File: src/hdl/nsq_pkg.sv
// Nine-slice quad generator: shared constants and types.
// No dependencies; used by the vertex channel interface and the top level.
`default_nettype none

package nsq_pkg;

  // Fixed-point formats
  localparam int POS_FRAC_BITS = 4;
  localparam int UV_FRAC_BITS  = 15;
  localparam int POS_W         = 13 + POS_FRAC_BITS;  // Q13.4 positions
  localparam int UV_W          = 18;                  // Q2.15 texture values
  localparam int QCNT_W        = 4;
  localparam int CFG_W         = 32;
  localparam int CFG_IDX_W     = 3;

  // Register reset values
  localparam logic [CFG_W-1:0] SLICE_SIZE_RST = 32'h0400_0400;
  localparam logic [CFG_W-1:0] TEX_EXTENT_RST = 32'h8000_8000;
  localparam logic [CFG_W-1:0] COLOR_RST      = 32'hFFFF_FFFF;

  // Register indexes
  typedef enum logic [CFG_IDX_W-1:0] {
    REG_SLICE_SIZE   = 3'd0,
    REG_TL_SIZE      = 3'd1,
    REG_BR_SIZE      = 3'd2,
    REG_TL_FRAC      = 3'd3,
    REG_BR_FRAC      = 3'd4,
    REG_TEX_ORIGIN   = 3'd5,
    REG_TEX_EXTENT   = 3'd6,
    REG_VERTEX_COLOR = 3'd7
  } cfg_reg_t;

  // Sequencer states
  typedef enum logic [2:0] {
    ST_IDLE,
    ST_MUL,
    ST_SPAN,
    ST_WALK,
    ST_NONE
  } nsq_state_t;

endpackage

`default_nettype wire

File: src/hdl/nsq_in_if.sv
// Request channel of the nine-slice quad generator.
// Carries one start word; no package dependency.
`default_nettype none

interface nsq_in_if;
  logic valid;
  logic ready;
  logic start_req;

  modport source (output valid, output start_req, input ready);
  modport sink   (input valid, input start_req, output ready);
endinterface

`default_nettype wire

File: src/hdl/nsq_out_if.sv
// Vertex channel of the nine-slice quad generator.
// Depends on nsq_pkg for the field widths.
`default_nettype none

interface nsq_out_if import nsq_pkg::*; ();
  logic                     valid;
  logic                     ready;
  logic [POS_W-1:0]         pos_x;
  logic [POS_W-1:0]         pos_y;
  logic signed [UV_W-1:0]   tex_u;
  logic signed [UV_W-1:0]   tex_v;
  logic [CFG_W-1:0]         color;
  logic                     has_vertex;
  logic                     is_last;
  logic [QCNT_W-1:0]        quad_count;
  logic [POS_W-1:0]         box_max_x;
  logic [POS_W-1:0]         box_max_y;

  modport source (output valid, output pos_x, output pos_y, output tex_u, output tex_v,
                  output color, output has_vertex, output is_last, output quad_count,
                  output box_max_x, output box_max_y, input ready);
  modport sink   (input valid, input pos_x, input pos_y, input tex_u, input tex_v,
                  input color, input has_vertex, input is_last, input quad_count,
                  input box_max_x, input box_max_y, output ready);
endinterface

`default_nettype wire

File: src/hdl/nine_slice_quad_generator.sv
// Nine-slice quad generator top level: config registers, span setup and vertex walker.
// Depends on nsq_pkg, nsq_in_if and nsq_out_if.
//
//   channel   dir   handshake           payload
//   in_if     in    valid/ready         start_req
//   out_if    out   valid/ready         one vertex word (position, uv, color, flags, box)
//   cfg_*     in    cfg_we              cfg_index, cfg_wdata
//
// A start word is held in the input register, then passes the setup states ST_MUL (corner
// span products) and ST_SPAN (middle spans and last-cell search); then the walker emits each
// vertex and steps over each skipped row or column ahead of the last cell, a full 3x3 grid
// being the longest case. A word of 0 is taken and dropped.
// One further request is held in the input register while the walker runs.
// Output stalls hold the walker; reset (synchronous, rst_n low) restores config and control.
`default_nettype none

module nine_slice_quad_generator import nsq_pkg::*; (
  input  wire logic                 clk,
  input  wire logic                 rst_n,
  nsq_in_if.sink                    in_if,
  nsq_out_if.source                 out_if,
  input  wire logic                 cfg_we,
  input  wire logic [CFG_IDX_W-1:0] cfg_index,
  input  wire logic [CFG_W-1:0]     cfg_wdata
);

  localparam int SW = 18;  // signed row/column sizes
  localparam int UW = 22;  // signed texture accumulators

  function automatic logic signed [UW-1:0] rnd_span(input logic [15:0] f,
                                                    input logic [15:0] e);
    logic [32:0] p;
    p = ({17'd0, f} * {17'd0, e}) + (33'd1 << (UV_FRAC_BITS - 1));
    return UW'(p >> UV_FRAC_BITS);
  endfunction

  function automatic logic signed [UV_W-1:0] sat_uv(input logic signed [UW-1:0] v);
    logic signed [UW-1:0] hi;
    logic signed [UW-1:0] lo;
    hi = UW'(131071);
    lo = -UW'(131072);
    if (v > hi) return hi[UV_W-1:0];
    else if (v < lo) return lo[UV_W-1:0];
    else return v[UV_W-1:0];
  endfunction

  // Configuration registers
  logic [CFG_W-1:0] slice_r, tlsz_r, brsz_r, tlfr_r, brfr_r, org_r, ext_r, color_r;

  always_ff @(posedge clk) begin
    if (!rst_n) begin
      slice_r <= SLICE_SIZE_RST;
      tlsz_r  <= '0;
      brsz_r  <= '0;
      tlfr_r  <= '0;
      brfr_r  <= '0;
      org_r   <= '0;
      ext_r   <= TEX_EXTENT_RST;
      color_r <= COLOR_RST;
    end else if (cfg_we) begin
      case (cfg_reg_t'(cfg_index))
        REG_SLICE_SIZE:   slice_r <= cfg_wdata;
        REG_TL_SIZE:      tlsz_r  <= cfg_wdata;
        REG_BR_SIZE:      brsz_r  <= cfg_wdata;
        REG_TL_FRAC:      tlfr_r  <= cfg_wdata;
        REG_BR_FRAC:      brfr_r  <= cfg_wdata;
        REG_TEX_ORIGIN:   org_r   <= cfg_wdata;
        REG_TEX_EXTENT:   ext_r   <= cfg_wdata;
        REG_VERTEX_COLOR: color_r <= cfg_wdata;
        default: ;
      endcase
    end
  end

  // Input register: one pending start request
  logic req_pend_r;
  logic in_take;
  nsq_state_t state_r, state_nxt;

  assign in_if.ready = !req_pend_r;
  assign in_take     = in_if.valid && in_if.ready && in_if.start_req;

  always_ff @(posedge clk) begin
    if (!rst_n) begin
      req_pend_r <= 1'b0;
    end else if (in_take) begin
      req_pend_r <= 1'b1;
    end else if (state_r == ST_IDLE) begin
      req_pend_r <= 1'b0;
    end
  end

  // Geometry registers
  logic signed [SW-1:0] hgt_r [3];
  logic signed [SW-1:0] wid_r [3];
  logic signed [UW-1:0] tx_r  [3];
  logic signed [UW-1:0] ty_r  [3];
  logic [1:0]           lr_r, lc_r;

  // Walker registers
  logic [1:0]           y_r, x_r, k_r;
  logic [POS_W-1:0]     py_r, px_r, bx_r, by_r;
  logic signed [UW-1:0] vcur_r, ucur_r;
  logic [QCNT_W-1:0]    quads_r;

  // Output register
  logic                   out_valid_r;
  logic [POS_W-1:0]       o_px_r, o_py_r, o_bx_r, o_by_r;
  logic signed [UV_W-1:0] o_u_r, o_v_r;
  logic [CFG_W-1:0]       o_color_r;
  logic                   o_has_r, o_last_r;
  logic [QCNT_W-1:0]      o_quads_r;
  logic                   out_free;

  assign out_free = !out_valid_r || out_if.ready;

  // Cell qualification
  logic [2:0] row_pos, col_pos;
  logic       any_cell, row_ok, col_ok, row_end, last_v;
  logic [1:0] lr_nxt, lc_nxt;

  always_comb begin
    for (int i = 0; i < 3; i++) begin
      row_pos[i] = hgt_r[i] > 0;
      col_pos[i] = wid_r[i] > 0;
    end
    any_cell = (|row_pos) && (|col_pos);
    lr_nxt   = row_pos[2] ? 2'd2 : (row_pos[1] ? 2'd1 : 2'd0);
    lc_nxt   = col_pos[2] ? 2'd2 : (col_pos[1] ? 2'd1 : 2'd0);
    row_ok   = hgt_r[y_r] > 0;
    col_ok   = wid_r[x_r] > 0;
    row_end  = (x_r == 2'd2);
    last_v   = (y_r == lr_r) && (x_r == lc_r) && (k_r == 2'd3);
  end

  // Sequencer strobes
  logic ld_geom, ld_span, skip_row, skip_col, do_emit, do_empty;

  always_comb begin
    ld_geom  = 1'b0;
    ld_span  = 1'b0;
    skip_row = 1'b0;
    skip_col = 1'b0;
    do_emit  = 1'b0;
    do_empty = 1'b0;
    case (state_r)
      ST_MUL:  ld_geom = 1'b1;
      ST_SPAN: ld_span = 1'b1;
      ST_WALK: begin
        skip_row = !row_ok;
        skip_col = row_ok && !col_ok;
        do_emit  = row_ok && col_ok && out_free;
      end
      ST_NONE: do_empty = out_free;
      default: ;
    endcase
  end

  // Next state
  always_comb begin
    state_nxt = state_r;
    case (state_r)
      ST_IDLE: if (req_pend_r) state_nxt = ST_MUL;
      ST_MUL:  state_nxt = ST_SPAN;
      ST_SPAN: state_nxt = any_cell ? ST_WALK : ST_NONE;
      ST_WALK: if (do_emit && last_v) state_nxt = ST_IDLE;
      ST_NONE: if (out_free) state_nxt = ST_IDLE;
      default: state_nxt = ST_IDLE;
    endcase
  end

  always_ff @(posedge clk) begin
    if (!rst_n) begin
      state_r <= ST_IDLE;
    end else begin
      state_r <= state_nxt;
    end
  end

  // Corner spans and row/column sizes
  logic signed [UW-1:0] ew_s, eh_s, ox_s, oy_s;

  assign ew_s = $signed(UW'(ext_r[15:0]));
  assign eh_s = $signed(UW'(ext_r[31:16]));
  assign ox_s = $signed(UW'(org_r[15:0]));
  assign oy_s = $signed(UW'(org_r[31:16]));

  always_ff @(posedge clk) begin
    if (ld_geom) begin
      hgt_r[0] <= $signed(SW'(tlsz_r[31:16]));
      hgt_r[2] <= $signed(SW'(brsz_r[31:16]));
      hgt_r[1] <= $signed(SW'(slice_r[31:16])) - $signed(SW'(tlsz_r[31:16]))
                  - $signed(SW'(brsz_r[31:16]));
      wid_r[0] <= $signed(SW'(tlsz_r[15:0]));
      wid_r[2] <= $signed(SW'(brsz_r[15:0]));
      wid_r[1] <= $signed(SW'(slice_r[15:0])) - $signed(SW'(tlsz_r[15:0]))
                  - $signed(SW'(brsz_r[15:0]));
      tx_r[0]  <= rnd_span(tlfr_r[15:0], ext_r[15:0]);
      tx_r[2]  <= rnd_span(brfr_r[15:0], ext_r[15:0]);
      ty_r[0]  <= rnd_span(tlfr_r[31:16], ext_r[31:16]);
      ty_r[2]  <= rnd_span(brfr_r[31:16], ext_r[31:16]);
    end
    if (ld_span) begin
      tx_r[1] <= ew_s - tx_r[0] - tx_r[2];
      ty_r[1] <= eh_s - ty_r[0] - ty_r[2];
      lr_r    <= lr_nxt;
      lc_r    <= lc_nxt;
    end
  end

  // Vertex datapath for the current corner
  logic signed [SW-1:0] w_cur, h_cur;
  logic [POS_W-1:0]     vx, vy, bx_nxt, by_nxt;
  logic signed [UW-1:0] u_raw, v_raw, tx_cur, ty_cur;
  logic [QCNT_W-1:0]    quads_nxt;

  always_comb begin
    w_cur     = wid_r[x_r];
    h_cur     = hgt_r[y_r];
    tx_cur    = tx_r[x_r];
    ty_cur    = ty_r[y_r];
    vx        = k_r[0] ? POS_W'(px_r + POS_W'(w_cur)) : px_r;
    vy        = k_r[1] ? POS_W'(py_r + POS_W'(h_cur)) : py_r;
    u_raw     = k_r[0] ? ucur_r + tx_cur : ucur_r;
    v_raw     = k_r[1] ? eh_s - vcur_r - ty_cur : eh_s - vcur_r;
    bx_nxt    = (vx > bx_r) ? vx : bx_r;
    by_nxt    = (vy > by_r) ? vy : by_r;
    quads_nxt = (k_r == 2'd0) ? quads_r + QCNT_W'(1) : quads_r;
  end

  // Walker: rows top to bottom, columns left to right, four corners per cell
  always_ff @(posedge clk) begin
    if (ld_span) begin
      y_r     <= 2'd0;
      x_r     <= 2'd0;
      k_r     <= 2'd0;
      py_r    <= '0;
      px_r    <= '0;
      bx_r    <= '0;
      by_r    <= '0;
      vcur_r  <= oy_s;
      ucur_r  <= ox_s;
      quads_r <= '0;
    end else if (skip_row) begin
      vcur_r <= vcur_r + ty_cur;
      y_r    <= y_r + 2'd1;
      x_r    <= 2'd0;
    end else if (skip_col || (do_emit && k_r == 2'd3)) begin
      if (row_end) begin
        py_r   <= POS_W'(py_r + POS_W'(h_cur));
        vcur_r <= vcur_r + ty_cur;
        y_r    <= y_r + 2'd1;
        x_r    <= 2'd0;
        px_r   <= '0;
        ucur_r <= ox_s;
      end else begin
        x_r    <= x_r + 2'd1;
        ucur_r <= ucur_r + tx_cur;
        if (do_emit) px_r <= POS_W'(px_r + POS_W'(w_cur));
      end
    end
    if (do_emit) begin
      k_r     <= k_r + 2'd1;
      quads_r <= quads_nxt;
      bx_r    <= bx_nxt;
      by_r    <= by_nxt;
    end
  end

  // Output register
  always_ff @(posedge clk) begin
    if (!rst_n) begin
      out_valid_r <= 1'b0;
    end else if (out_free) begin
      out_valid_r <= do_emit || do_empty;
    end
  end

  always_ff @(posedge clk) begin
    if (do_emit) begin
      o_px_r    <= vx;
      o_py_r    <= vy;
      o_u_r     <= sat_uv(u_raw);
      o_v_r     <= sat_uv(v_raw);
      o_color_r <= color_r;
      o_has_r   <= 1'b1;
      o_last_r  <= last_v;
      o_quads_r <= quads_nxt;
      o_bx_r    <= bx_nxt;
      o_by_r    <= by_nxt;
    end else if (do_empty) begin
      o_px_r    <= '0;
      o_py_r    <= '0;
      o_u_r     <= '0;
      o_v_r     <= '0;
      o_color_r <= '0;
      o_has_r   <= 1'b0;
      o_last_r  <= 1'b1;
      o_quads_r <= '0;
      o_bx_r    <= '0;
      o_by_r    <= '0;
    end
  end

  assign out_if.valid      = out_valid_r;
  assign out_if.pos_x      = o_px_r;
  assign out_if.pos_y      = o_py_r;
  assign out_if.tex_u      = o_u_r;
  assign out_if.tex_v      = o_v_r;
  assign out_if.color      = o_color_r;
  assign out_if.has_vertex = o_has_r;
  assign out_if.is_last    = o_last_r;
  assign out_if.quad_count = o_quads_r;
  assign out_if.box_max_x  = o_bx_r;
  assign out_if.box_max_y  = o_by_r;

endmodule

`default_nettype wire
File: src/flat_wrapper.sv
// flat-port wrapper written by rule: the top's interface ports become plain ports
module nine_slice_quad_generator_flat import nsq_pkg::*;
  (clk, rst_n, cfg_we, cfg_index, cfg_wdata, in_if_valid, in_if_start_req, in_if_ready, out_if_valid, out_if_pos_x, out_if_pos_y, out_if_tex_u, out_if_tex_v, out_if_color, out_if_has_vertex, out_if_is_last, out_if_quad_count, out_if_box_max_x, out_if_box_max_y, out_if_ready);
  nsq_in_if in_if_i ();
  nsq_out_if out_if_i ();
  input  wire logic clk;
  input  wire logic rst_n;
  input  wire logic cfg_we;
  input  wire logic [CFG_IDX_W-1:0] cfg_index;
  input  wire logic [CFG_W-1:0] cfg_wdata;
  input wire logic [$bits(in_if_i.valid)-1:0] in_if_valid;
  input wire logic [$bits(in_if_i.start_req)-1:0] in_if_start_req;
  output wire logic [$bits(in_if_i.ready)-1:0] in_if_ready;
  output wire logic [$bits(out_if_i.valid)-1:0] out_if_valid;
  output wire logic [$bits(out_if_i.pos_x)-1:0] out_if_pos_x;
  output wire logic [$bits(out_if_i.pos_y)-1:0] out_if_pos_y;
  output wire logic [$bits(out_if_i.tex_u)-1:0] out_if_tex_u;
  output wire logic [$bits(out_if_i.tex_v)-1:0] out_if_tex_v;
  output wire logic [$bits(out_if_i.color)-1:0] out_if_color;
  output wire logic [$bits(out_if_i.has_vertex)-1:0] out_if_has_vertex;
  output wire logic [$bits(out_if_i.is_last)-1:0] out_if_is_last;
  output wire logic [$bits(out_if_i.quad_count)-1:0] out_if_quad_count;
  output wire logic [$bits(out_if_i.box_max_x)-1:0] out_if_box_max_x;
  output wire logic [$bits(out_if_i.box_max_y)-1:0] out_if_box_max_y;
  input wire logic [$bits(out_if_i.ready)-1:0] out_if_ready;
  assign in_if_i.valid = in_if_valid;
  assign in_if_i.start_req = in_if_start_req;
  assign in_if_ready = in_if_i.ready;
  assign out_if_valid = out_if_i.valid;
  assign out_if_pos_x = out_if_i.pos_x;
  assign out_if_pos_y = out_if_i.pos_y;
  assign out_if_tex_u = out_if_i.tex_u;
  assign out_if_tex_v = out_if_i.tex_v;
  assign out_if_color = out_if_i.color;
  assign out_if_has_vertex = out_if_i.has_vertex;
  assign out_if_is_last = out_if_i.is_last;
  assign out_if_quad_count = out_if_i.quad_count;
  assign out_if_box_max_x = out_if_i.box_max_x;
  assign out_if_box_max_y = out_if_i.box_max_y;
  assign out_if_i.ready = out_if_ready;
  nine_slice_quad_generator u_core (.clk(clk), .rst_n(rst_n), .in_if(in_if_i), .out_if(out_if_i), .cfg_we(cfg_we), .cfg_index(cfg_index), .cfg_wdata(cfg_wdata));
endmodule
File: config.mk
export PLATFORM = sky130hd
export DESIGN_NAME = nine_slice_quad_generator_flat
export DESIGN_NICKNAME = d
export VERILOG_FILES = /design/src/hdl/nsq_pkg.sv /design/src/hdl/nsq_in_if.sv /design/src/hdl/nsq_out_if.sv /design/src/hdl/nine_slice_quad_generator.sv /design/src/flat_wrapper.sv
export SDC_FILE = /design/constraint.sdc
export NUM_CORES = 2
export LEC_CHECK = 0
export BUFFER_PORTS_ARGS = -buffer_cell sky130_fd_sc_hd__clkbuf_2
export CORE_MARGIN = 2
export CORE_UTILIZATION = 47
export CTS_CLUSTER_DIAMETER = 80
export DETAILED_ROUTE_END_ITERATION = 10
export SLEW_MARGIN = 10
export SYNTH_ARGS = -nofsm -noshare
export SYNTH_HDL_FRONTEND = slang
export SYNTH_SLANG_ARGS = --single-unit
File: constraint.sdc
create_clock -name clk -period 16.45 [get_ports clk]
set_input_delay 3.29 -clock clk [delete_from_list [all_inputs] [get_ports clk]]
set_output_delay 3.29 -clock clk [all_outputs]
set_load 0.05 [all_outputs]
==> key figures <==
Yosys
  – Mapped Cells: 8053
  – Share of Yosys cell area claimed by the top area cell type: 0.2227
  – Post-synth EDFFs: 433
  – Post-synth cell types: 90
  – Ys flop type: edfxtp_1
  – Syn_area_per_cell: 9.175 µm²
  – Number of synthesized register bits: 749
  – Proportion of synthesized chip area in sequential cells: 0.2616
  – Synth warn: 0
  – Yosys top cell by area: fa_1
  – Top post-synthesis cells by area: fa_1 22%, edfxtp_1 18%, ha_1 12%
  – Mapped Nets: 9632
  – Synthesized area: 0.07389 mm²
  – Async SR Flop Fraction: 0

Worst setup path
  – Critical path class: reg2reg
  – Launching point of the worst reg2reg path: u_core.tlfr_r[6]
  – Critical Path Start Type: register
  – Crit end category: register
  – FF-to-FF setup slack: 8.94 ns
  – Critical R2R Capture: u_core.tx_r[0][17]
  – Largest fanout on the critical path: 17
  – Reg2Reg Depth: 23
  – Critical Path AT: 8.00 ns
  – Crit path required time: 16.94 ns

Power and ir drop
  – LEAKAGE: 0.03644 µW
  – VDD IR max: 0.00008576 V
  – Pwr dens: 70.23 mW/mm²

Hold path
  – Hold depth: 0
  – Hold endpoint: u_core.hgt_r[0][8]
  – Hold Crit Start: u_core.tlsz_r[24]
  – HP Class: reg2reg

Layout
  – Most frequent cells in the layout: 1330 x inv_1, 1242 x nand2_1, 822 x fa_1
  – Post-Layout Cell Count: 10180
  – Area growth syn-to-layout: 8.017%
  – Commonest non-fill, non-tap cell in the layout: inv_1
  – Nets: 9618
  – Fillcell total: 14430
  – Layout cells sized above 1: 0.06282

Detailed routing
  – Initial DRC count: 3575
  – WL/cell: 19.50 µm
  – TritonRoute pass-1 iters: 6
  – Routed Antenna Nets: 0
  – Drc violations: 0
  – Via count: 54770
  – Final wirelength: 198500 µm
  – Via density: 5.380

Clock tree
  – Sink Count: 749
  – Worst skew pair latency: 0.73 ns
  – Clock tree root buffer cell: clkbuf_16
  – CTS Buf Count: 92
  – CTS Buffer Depth: 3
  – H-Tree Depth: 3
  – TritonCTS clock tree: yes
  – CTS clk-pin slew, worst paths: 0.06 ns
  – Post-CTS sizing: 0
  – Cts hold-fix bufs: 0
  – Post-CTS setup buffers: 0

STA
  – Hold Fails Final Rpt: 0
  – Final Slew Violations: 0
  – Slew HR: 0.1832
  – Setup_tns: 0 ns
  – Tmin final: 7.513 ns
  – Worst Skew: 0.03927 ns
  – Final period utilization: 0.4567
  – Fmax: 0.1331 GHz
  – Final setup violation count: 0
  – Slew @ Worst Pin: 1.222 ns
  – Unrepaired setup endpoints after global routing: false

Place
  – Placed cells: 10000
  – Routability cong.: 0.8920
  – Port Buf Inserts: 184
  – HPWL after DPL: 148700 µm

Global route
  – Number of global-route vias before repair: 56340
  – Pin count of the biggest net entering global routing: 173
  – Initial antenna violation count: 16
  – First-pass GRT wire length: 317600 µm
  – Overflow left after global routing: 0
  – GRT Total Usage: 0.2492

Floorplan
  – Total die area: 0.1604 mm²
  – Die width: 400.5 µm
  – FP Rows: 145
  – I/O pin cnt: 185
  – Starting Density: 0.4730
  – Die Y: 400.5 µm
  – Core ar.: 0.1562 mm²

Flow run
  – Max Cap Viol: 0

Run status
  – Status: finished, final reports clean
==> synthesized netlist by cell type (14+ instances only) <==
cell type / instances
nor2b_1: 35
o21a_1: 60
inv_1: 1330
xnor2_1: 161
nand4_1: 37
dfxtp_1: 316
o21bai_1: 23
xor2_1: 75
o31ai_1: 20
a31oi_1: 32
o21ai_1: 14
a21boi_0: 19
nor4_1: 28
clkbuf_1: 307
a21o_1: 86
a21oi_1: 440
o21ai_0: 174
ha_1: 716
or3_1: 27
nor2_1: 284
clkbuf_2: 32
and2_1: 577
o211ai_1: 17
edfxtp_1: 433
fa_1: 822
and3_1: 43
mux2i_1: 125
a211oi_1: 48
a22oi_1: 18
nand2b_1: 35
nor3_1: 93
nand3_1: 131
mux2_2: 42
a311oi_1: 14
nand2_1: 1244
==> cells by family (layout without fill, tap and decap cells) <==
group / after synthesis / in the layout / synth area share
multiplexers: 168 / 168 / 0.02349
buffers and inverters: 1701 / 1766 / 0.08741
flip-flops: 749 / 749 / 0.2616
adder cells (fa/ha/maj): 1538 / 1538 / 0.3440
XOR/XNOR: 237 / 237 / 0.02820
AO/OA/AOI/OAI: 1076 / 1076 / 0.09100
other: 0 / 4 / 0
AND/OR/NAND/NOR: 2584 / 2584 / 0.1643
==> sequential cells by signal, summed over array words and instances, names as in the netlist, 18 cells and up, named ones only <==
name                 count
u_core.slice_r          32
u_core.ty_r             58
u_core.ucur_r           22
u_core.wid_r            50
u_core.brfr_r           32
u_core.ext_r            32
u_core.hgt_r            50
u_core.tlfr_r           32
u_core.out_if.tex_v     18
u_core.color_r          32
u_core.tlsz_r           32
u_core.out_if.color     32
u_core.brsz_r           32
u_core.org_r            32
u_core.out_if.tex_u     18
u_core.tx_r             58
u_core.vcur_r           22
==> report_power, final <==
group	switching (µW)	total [µW]	leakage, µW	internal (µW)
combinational	816	1280	0.0284	463
sequential	73.4	2190	0.00651	2120
clock	902	2130	0.00156	1230
total	1790	5610	0.0364	3810
==> per-stage QoR <==
stage | setup WS [ns] | hold slack [ns] | util | total power (µW) | instance area [µm²]
CTS | 8.922 | 0.4257 | 0.5108 | 5633 | 79790
global placement | 9.004 | 0.4361 | 0.4903 | 3465 | 76580
floorplan | 2.595 | 0.4300 | - | 3170 | 73890
finish | 8.937 | 0.4356 | 0.5109 | 5605 | 79810
detailed placement | 8.901 | 0.4408 | 0.4903 | 3493 | 76580
global route | 8.628 | 0.4454 | 0.5109 | 5857 | 79800
==> layer usage <==
layer | global-route usage | routed length, µm | vias up
li1 | - | - | 25880
met1 | 0.3537 | 91700 | 27160
met2 | 0.3966 | 89080 | 1424
met3 | 0.03804 | 12320 | 287
met4 | 0.06831 | 5287 | 18
met5 | 0 | 124 | -
==> worst max path at each step <==
stage | startpoint | to | slack, ns | cells past startpoint
after floorplan | u_core.state_r[1] | u_core.hgt_r[0][0] | 2.60 | 2
after global placement | u_core.tlfr_r[6] | u_core.tx_r[0][17] | 9.00 | 23
after detailed placement | u_core.tlfr_r[6] | u_core.tx_r[0][17] | 8.90 | 23
after CTS | u_core.tlfr_r[6] | u_core.tx_r[0][17] | 8.92 | 23
after global routing | u_core.tlfr_r[6] | u_core.tx_r[0][17] | 8.63 | 23
final | u_core.tlfr_r[6] | u_core.tx_r[0][17] | 8.94 | 23
==> critical path, stage by stage (launching register included) <==
cell and delay [ns]:
dfxtp_1 0.75, nand2_1 0.17, fa_1 0.56, inv_1 0.05, fa_1 0.50, inv_1 0.05
fa_1 0.57, inv_1 0.07, fa_1 0.45, fa_1 0.49, inv_1 0.05, fa_1 0.47
inv_1 0.04, ha_1 0.31, a211oi_2 0.20, nand2_1 0.10, or3_1 0.33, a21oi_2 0.21
nor3_1 0.15, o2111a_1 0.32, or3_4 0.42, a221o_1 0.36, or4_1 0.47, and3_1 0.18
==> layout make-up <==
| type | instances | area, µm² | area share |
|---|---|---|---|
| Antenna cell | 4 | 10.01 | 0.0001254 |
| Clock buffer | 123 | 2613 | 0.03273 |
| Clock inverter | 50 | 593.1 | 0.007431 |
| Inverter | 1333 | 5011 | 0.06279 |
| Multi-Input combinational cell | 5603 | 48170 | 0.6036 |
| Sequential cell | 749 | 19330 | 0.2422 |
| Tap cell | 2058 | 2575 | 0.03226 |
| Timing Repair Buffer | 260 | 1504 | 0.01884 |
No activity file was read; power rests on OpenSTA's default activity.
